===== config.mk =====
export PLATFORM = sky130hd
export DESIGN_NAME = fifo_free_list_slot_allocator
export DESIGN_NICKNAME = d
export VERILOG_FILES = /design/src/hdl/fsla_pkg.sv /design/src/hdl/fsla_ram.sv /design/src/hdl/fifo_free_list_slot_allocator.sv
export VERILOG_INCLUDE_DIRS = /design/src /design/src/hdl
export SDC_FILE = /design/constraint.sdc
export NUM_CORES = 1
export LEC_CHECK = 0
export BUFFER_PORTS_ARGS = -buffer_cell sky130_fd_sc_hd__buf_2
export CAP_MARGIN = 20
export CORE_MARGIN = 2
export CORE_UTILIZATION = 56
export DETAILED_ROUTE_END_ITERATION = 10
export PLACE_DENSITY = 0.72
export SYNTH_ARGS = -nofsm -noshare
export SYNTH_HDL_FRONTEND = slang
export SYNTH_HIERARCHICAL = 1
export SYNTH_SLANG_ARGS = --single-unit

===== constraint.sdc =====
create_clock -name clk -period 5.17 [get_ports clk]
set_input_delay 1.034 -clock clk [delete_from_list [all_inputs] [get_ports clk]]
set_output_delay 1.034 -clock clk [all_outputs]
set_load 0.03 [all_outputs]

===== src/hdl/assert_macros.svh =====
// Assertion helpers for the slot allocator.
// Uses clk and rst from the including module's scope.
`ifndef ASSERT_MACROS_SVH
`define ASSERT_MACROS_SVH

// Checked only outside reset.
`define ASSERT_ON_RUN(label, prop, msg) \
  label: assert property (@(posedge clk) disable iff (rst) (prop)) else $error(msg);

// Checked at every edge, reset included.
`define ASSERT_ALWAYS(label, prop, msg) \
  label: assert property (@(posedge clk) (prop)) else $error(msg);

`endif


===== src/hdl/fsla_pkg.sv =====
// Shared types and codes for the free-list slot allocator.
// No dependencies.
package fsla_pkg;

  localparam int IDX_W = 6;
  localparam int CNT_W = 7;

  localparam logic [1:0] CMD_ALLOC = 2'd0;
  localparam logic [1:0] CMD_FREE  = 2'd1;
  localparam logic [1:0] CMD_QUERY = 2'd2;

  localparam logic [1:0] ST_OK        = 2'd0;
  localparam logic [1:0] ST_FULL      = 2'd1;
  localparam logic [1:0] ST_BAD_FREE  = 2'd2;
  localparam logic [1:0] ST_NOT_ALLOC = 2'd3;

  typedef struct packed {
    logic [1:0]       command;
    logic [IDX_W-1:0] slot_index;
  } req_t;

  typedef struct packed {
    logic [1:0]       status;
    logic [IDX_W-1:0] result_slot;
    logic [CNT_W-1:0] occupied_count;
  } rsp_t;

endpackage


===== src/hdl/fsla_ram.sv =====
// Simple dual-port synchronous RAM, one write and one registered read port.
// No dependencies.
module fsla_ram #(
  parameter int WIDTH = 1,
  parameter int DEPTH = 64
) (
  input  logic                     clk,
  input  logic                     we,
  input  logic [$clog2(DEPTH)-1:0] waddr,
  input  logic [WIDTH-1:0]         wdata,
  input  logic                     re,
  input  logic [$clog2(DEPTH)-1:0] raddr,
  output logic [WIDTH-1:0]         rdata
);

  logic [WIDTH-1:0] mem [DEPTH];

  always_ff @(posedge clk) begin
    if (we) begin
      mem[waddr] <= wdata;
    end
    if (re) begin
      rdata <= mem[raddr];
    end
  end

endmodule


===== src/hdl/fifo_free_list_slot_allocator.sv =====
// Slot pool allocator with a FIFO free list held as links in RAM.
// Depends on fsla_pkg, fsla_ram and assert_macros.svh.
//
//  channel | dir | handshake              | payload
//  --------+-----+------------------------+---------------------------------
//  req     | in  | req_valid / req_ready  | fsla_pkg::req_t (command, slot)
//  rsp     | out | rsp_valid / rsp_ready  | fsla_pkg::rsp_t (status, slot,
//          |     |                        |   occupied count)
//
// Each beat first reads the link and mark RAMs, then updates them and
// loads the output register.
// After reset an init pass writes the link chain and clears the marks;
// req_ready stays low meanwhile.
// A new request is taken while a response waits; the update cycle holds
// until the output register is free.
`include "assert_macros.svh"

module fifo_free_list_slot_allocator #(
  parameter int SLOTS = 64
) (
  input  logic           clk,
  input  logic           rst,
  input  logic           req_valid,
  output logic           req_ready,
  input  fsla_pkg::req_t req,
  output logic           rsp_valid,
  input  logic           rsp_ready,
  output fsla_pkg::rsp_t rsp
);

  localparam int SW = $clog2(SLOTS);
  localparam int CW = $clog2(SLOTS + 1);
  localparam int XW = (CW > fsla_pkg::IDX_W) ? CW : fsla_pkg::IDX_W;

  typedef enum logic [1:0] {S_INIT, S_IDLE, S_EXEC} state_t;

  state_t         state;
  logic [SW-1:0]  init_cnt;
  logic [1:0]     cmd;
  logic           idx_ok;
  logic [SW-1:0]  idx_addr;
  logic [fsla_pkg::IDX_W-1:0] idx_echo;
  logic [SW-1:0]  free_head, free_head_next;
  logic [SW-1:0]  free_tail, free_tail_next;
  logic           free_list_empty, free_list_empty_next;
  logic [CW-1:0]  used_count, used_count_next;
  fsla_pkg::rsp_t rsp_next;

  logic           req_fire, commit;
  logic [XW-1:0]  req_idx_x;

  logic           link_we, mark_we, mark_wdata, mark_rdata;
  logic [SW-1:0]  link_waddr, link_wdata, link_rdata, mark_waddr;

  assign req_ready = (state == S_IDLE);
  assign req_fire  = req_valid && req_ready;
  assign commit    = (state == S_EXEC) && (!rsp_valid || rsp_ready);
  assign req_idx_x = XW'(req.slot_index);

  // Link of the tail entry is never followed, so freeing skips its end mark.
  fsla_ram #(.WIDTH(SW), .DEPTH(SLOTS)) u_link_ram (
    .clk   (clk),
    .we    (link_we),
    .waddr (link_waddr),
    .wdata (link_wdata),
    .re    (req_fire),
    .raddr (free_head),
    .rdata (link_rdata)
  );

  fsla_ram #(.WIDTH(1), .DEPTH(SLOTS)) u_mark_ram (
    .clk   (clk),
    .we    (mark_we),
    .waddr (mark_waddr),
    .wdata (mark_wdata),
    .re    (req_fire),
    .raddr (req_idx_x[SW-1:0]),
    .rdata (mark_rdata)
  );

  always_comb begin
    free_head_next       = free_head;
    free_tail_next       = free_tail;
    free_list_empty_next = free_list_empty;
    used_count_next      = used_count;
    rsp_next.status         = fsla_pkg::ST_OK;
    rsp_next.result_slot    = idx_echo;
    link_we    = 1'b0;
    link_waddr = free_tail;
    link_wdata = idx_addr;
    mark_we    = 1'b0;
    mark_waddr = idx_addr;
    mark_wdata = 1'b0;

    if (state == S_INIT) begin
      link_we    = 1'b1;
      link_waddr = init_cnt;
      link_wdata = init_cnt + 1'b1;
      mark_we    = 1'b1;
      mark_waddr = init_cnt;
    end else if (commit) begin
      unique case (cmd)
        fsla_pkg::CMD_ALLOC: begin
          if (free_list_empty) begin
            rsp_next.status      = fsla_pkg::ST_FULL;
            rsp_next.result_slot = '0;
          end else begin
            rsp_next.result_slot = fsla_pkg::IDX_W'(free_head);
            if (free_head == free_tail) begin
              free_list_empty_next = 1'b1;
            end else begin
              free_head_next = link_rdata;
            end
            mark_we         = 1'b1;
            mark_waddr      = free_head;
            mark_wdata      = 1'b1;
            used_count_next = used_count + 1'b1;
          end
        end
        fsla_pkg::CMD_FREE: begin
          if (!idx_ok || !mark_rdata) begin
            rsp_next.status = fsla_pkg::ST_BAD_FREE;
          end else begin
            mark_we = 1'b1;
            if (free_list_empty) begin
              free_head_next       = idx_addr;
              free_list_empty_next = 1'b0;
            end else begin
              link_we = 1'b1;
            end
            free_tail_next = idx_addr;
            if (used_count != '0) begin
              used_count_next = used_count - 1'b1;
            end
          end
        end
        fsla_pkg::CMD_QUERY: begin
          if (!idx_ok || !mark_rdata) begin
            rsp_next.status = fsla_pkg::ST_NOT_ALLOC;
          end
        end
        default: begin
        end
      endcase
    end
    rsp_next.occupied_count = fsla_pkg::CNT_W'(used_count_next);
  end

  always_ff @(posedge clk) begin
    if (rst) begin
      state           <= S_INIT;
      init_cnt        <= '0;
      free_head       <= '0;
      free_tail       <= SW'(SLOTS - 1);
      free_list_empty <= 1'b0;
      used_count      <= '0;
      rsp_valid       <= 1'b0;
    end else begin
      if (commit) begin
        rsp_valid <= 1'b1;
      end else if (rsp_ready) begin
        rsp_valid <= 1'b0;
      end
      unique case (state)
        S_INIT: begin
          init_cnt <= init_cnt + 1'b1;
          if (init_cnt == SW'(SLOTS - 1)) begin
            state <= S_IDLE;
          end
        end
        S_IDLE: begin
          if (req_fire) begin
            state    <= S_EXEC;
            cmd      <= req.command;
            idx_ok   <= (req_idx_x < XW'(SLOTS));
            idx_addr <= req_idx_x[SW-1:0];
            idx_echo <= req.slot_index;
          end
        end
        S_EXEC: begin
          if (commit) begin
            state           <= S_IDLE;
            free_head       <= free_head_next;
            free_tail       <= free_tail_next;
            free_list_empty <= free_list_empty_next;
            used_count      <= used_count_next;
            rsp             <= rsp_next;
          end
        end
        default: state <= S_INIT;
      endcase
    end
  end

  `ASSERT_ON_RUN(a_count_bound, used_count <= CW'(SLOTS), "occupied count above pool size")
  `ASSERT_ON_RUN(a_empty_full, free_list_empty == (used_count == CW'(SLOTS)), "bad empty flag")
  `ASSERT_ON_RUN(a_fire_exec, req_fire |=> state == S_EXEC, "accepted beat did not enter update")
  `ASSERT_ON_RUN(a_rsp_src, $rose(rsp_valid) |-> $past(state == S_EXEC), "stray response")

endmodule

==> flow_summary.ini <==
[synthesis]
yosysWarnings = 6
ys.flop_type = edfxtp_1
synth-seq-cells = 507
synthCells = 1274
synth_area_per_cell_um2 = 16.6
async_reset_ff_frac = 0
syn-cell-area_um2 = 21200
synth.distinct_cells = 67
synth_fp_nets = 1290
synth_edf_count = 478
ys_seq_area_frac = 0.706

[cts]
cts.hold.buffers_added = 0
htreeDepth = 2
numCtsBuffers = 49
postCtsSetupBuffers = 0
clock_path_buffers = 3
cts_tree = done
cts_sinks = 507
cts_resized = 0
cts_root_buf = clkbuf_16
clkTransAtPathRegs_ns = 0.06
clkLatencyLatePin_ns = 0.60

[final_layout]
fill_cells = 2613
area_delta_synth_final_pct = 10.8
finalNetCount = 1315
drive_gt1_frac = 0.181
antenna_cells = 0
multiInputGateArea_um2 = 5860
seqCellArea_um2 = 14900

[route]
vias = 11600
drc = 0
drt_iter0_markers = 1448
wire_per_inst_um = 24.4
wl_mm = 45.1
antenna_left = 0
viasPerCell = 6.29
drtPass1Iterations = 5

[timing]
tns_ns = 0
worst_pin_slew_ns = 1.00
drv_slew = 0
slew-limit-headroom = 0.333
setup_viol = 0
fin_skew_ns = 0.0333
finalHoldViolations = 0
rsz0062_at_grt = no
post-route-period-util = 0.703
max_freq_mhz = 275
fin_crit_ns = 3.63
holdWs_ns = 0.490

[die]
core_um2 = 37400
num_rows = 71
io_pins = 29
start_util = 0.566
fp.dieH_um = 198
die-area_um2 = 39400
dieWidth_um = 198

[hold_path]
hold_class = flip-flop to flip-flop
hold_depth = 2
hold_start = init_cnt[1]$_SDFFE_PP0P_
hold_end = init_cnt[1]$_SDFFE_PP0P_

[global_routing]
grt_usage = 0.237
grt_first_pass_wirelength_mm = 69.1
grt_max_degree = 65
grt_pass1_vias = 11300
antenna_found_initial = 0
grt-ovfl-total = 0

[pwr]
p_leak_nw = 7.50
ir_drop_v = 0.000266
p_per_area_nw_per_um2 = 359
total_power_mw = 8.42

[worst_setup_path]
crit_type = flip-flop to flip-flop
startpoint = cmd[0]$_DFFE_PP_
crit_path_start_kind = flip-flop
end_kind = flip-flop
path_max_fanout = 17
r2r_start = cmd[0]$_DFFE_PP_
cp.arrival_ns = 3.87
r2r_cells = 7
r2r-end = u_link_ram/mem[30][4]$_DFFE_PP_
ff2ff_setup_slack_ns = 1.54
crit_required_ns = 5.40

[flow_run]
drv_cap = 0

[placement]
io_buffers = 28
place.gp.congestion = 0.867
dp_hpwl_mm = 27.4

[run_status]
status = completed
==> cells in the mapped netlist, types with 15 or more instances <==
master | count | area [µm²]
nor2_1 | 172 | 646
xnor2_1 | 16 | 140
nand2_1 | 75 | 282
mux4_2 | 97 | 2180
edfxtp_1 | 478 | 14400
clkbuf_1 | 49 | 184
nand3_1 | 31 | 155
mux2i_1 | 28 | 280
nor3_1 | 19 | 95.1
o21ai_1 | 24 | 120
nor2b_1 | 15 | 93.8
a21oi_1 | 23 | 115
o21ai_0 | 15 | 75.1
nand2b_1 | 19 | 119
dfxtp_1 | 29 | 581
==> per-layer routing <==
| layer | up-vias | wire length [µm] | global-route usage |
|---|---|---|---|
| met2 | 547 | 20400 | 0.345 |
| met1 | 5926 | 19300 | 0.363 |
| met4 | 0 | 1260 | 0.0741 |
| met5 | - | 0 | 0 |
| li1 | 5070 | - | - |
| met3 | 98 | 4080 | 0.0514 |
==> power breakdown <==
group	total, mW	internal (mW)	switching, mW
sequential	4.53	4.52	0.0127
combinational	0.222	0.0523	0.170
clock	3.67	2.16	1.51
==> per-stage QoR <==
step                      setup WS [ns]  cell area (µm²)  instances   util
after floorplan                   0.770            21200       1274      -
after global placement             1.49            21800       1759  0.582
after detailed placement           1.38            21800       1759  0.582
after CTS                          1.62            23400       1851  0.627
after global routing               1.39            23400       1851  0.627
final                              1.54            23400       1851  0.627
==> layout make-up <==
type / instances / area share
clock buffer: 60 / 0.0541
timing repair buffer: 48 / 0.0129
sequential: 507 / 0.638
inverter: 8 / 0.00128
tap: 511 / 0.0273
clock inverter: 32 / 0.0169
multi-input combinational: 685 / 0.250
==> critical path: stages (launching register included) <==
cell	delay [ns]
edfxtp_1	0.69
nor2b_1	0.41
nand3_1	0.13
buf_4	0.21
o21ai_1	0.43
nor2b_1	0.33
nand3_1	0.48
nor2_1	0.60
==> cell families (layout without fill, tap and decap cells) <==
family | count (synthesis) | count (layout) | synth area share
muxes | 147 | 147 | 0.137
DFF | 507 | 507 | 0.706
adders and majority gates | 4 | 4 | 0.00237
buffers and inverters | 82 | 148 | 0.0205
AOI/OAI and AO/OA | 138 | 138 | 0.0440
and+or+nand+nor | 374 | 374 | 0.0808
xor gates and xnor gates | 22 | 22 | 0.00911
==> sequential cells by signal, indices dropped and copies added, names as in the netlist, 7 cells and up <==
| signal | count |
|---|---|
| u_link_ram/mem | 384 |
| u_mark_ram/mem | 64 |
| rsp | 15 |
| used_count | 7 |
==> layout by cell type (no fill, tap or decap), types with 16 or more instances in the layout <==
cell and instances:
nor3_1 19, edfxtp_1 478, nor2_1 171, dfxtp_1 26, o21ai_1 19, buf_4 19, nand3_1 31, a21oi_1 23
nand2_1 74, mux4_2 97, mux2i_1 28, xnor2_1 16, buf_2 28, nand2b_1 19, clkbuf_16 49
==> worst max-delay path by stage <==
| stage | to | cells after the start | slack [ns] |
|---|---|---|---|
| floorplan | u_mark_ram/mem[15]$_DFFE_PP_ | 9 | 0.77 |
| global placement | u_link_ram/mem[30][1]$_DFFE_PP_ | 9 | 1.49 |
| detailed placement | u_link_ram/mem[30][1]$_DFFE_PP_ | 9 | 1.38 |
| CTS | u_link_ram/mem[30][1]$_DFFE_PP_ | 7 | 1.62 |
| global route | u_link_ram/mem[30][1]$_DFFE_PP_ | 7 | 1.39 |
| finish | u_link_ram/mem[30][4]$_DFFE_PP_ | 7 | 1.54 |
(Power assumes the default switching activity.)
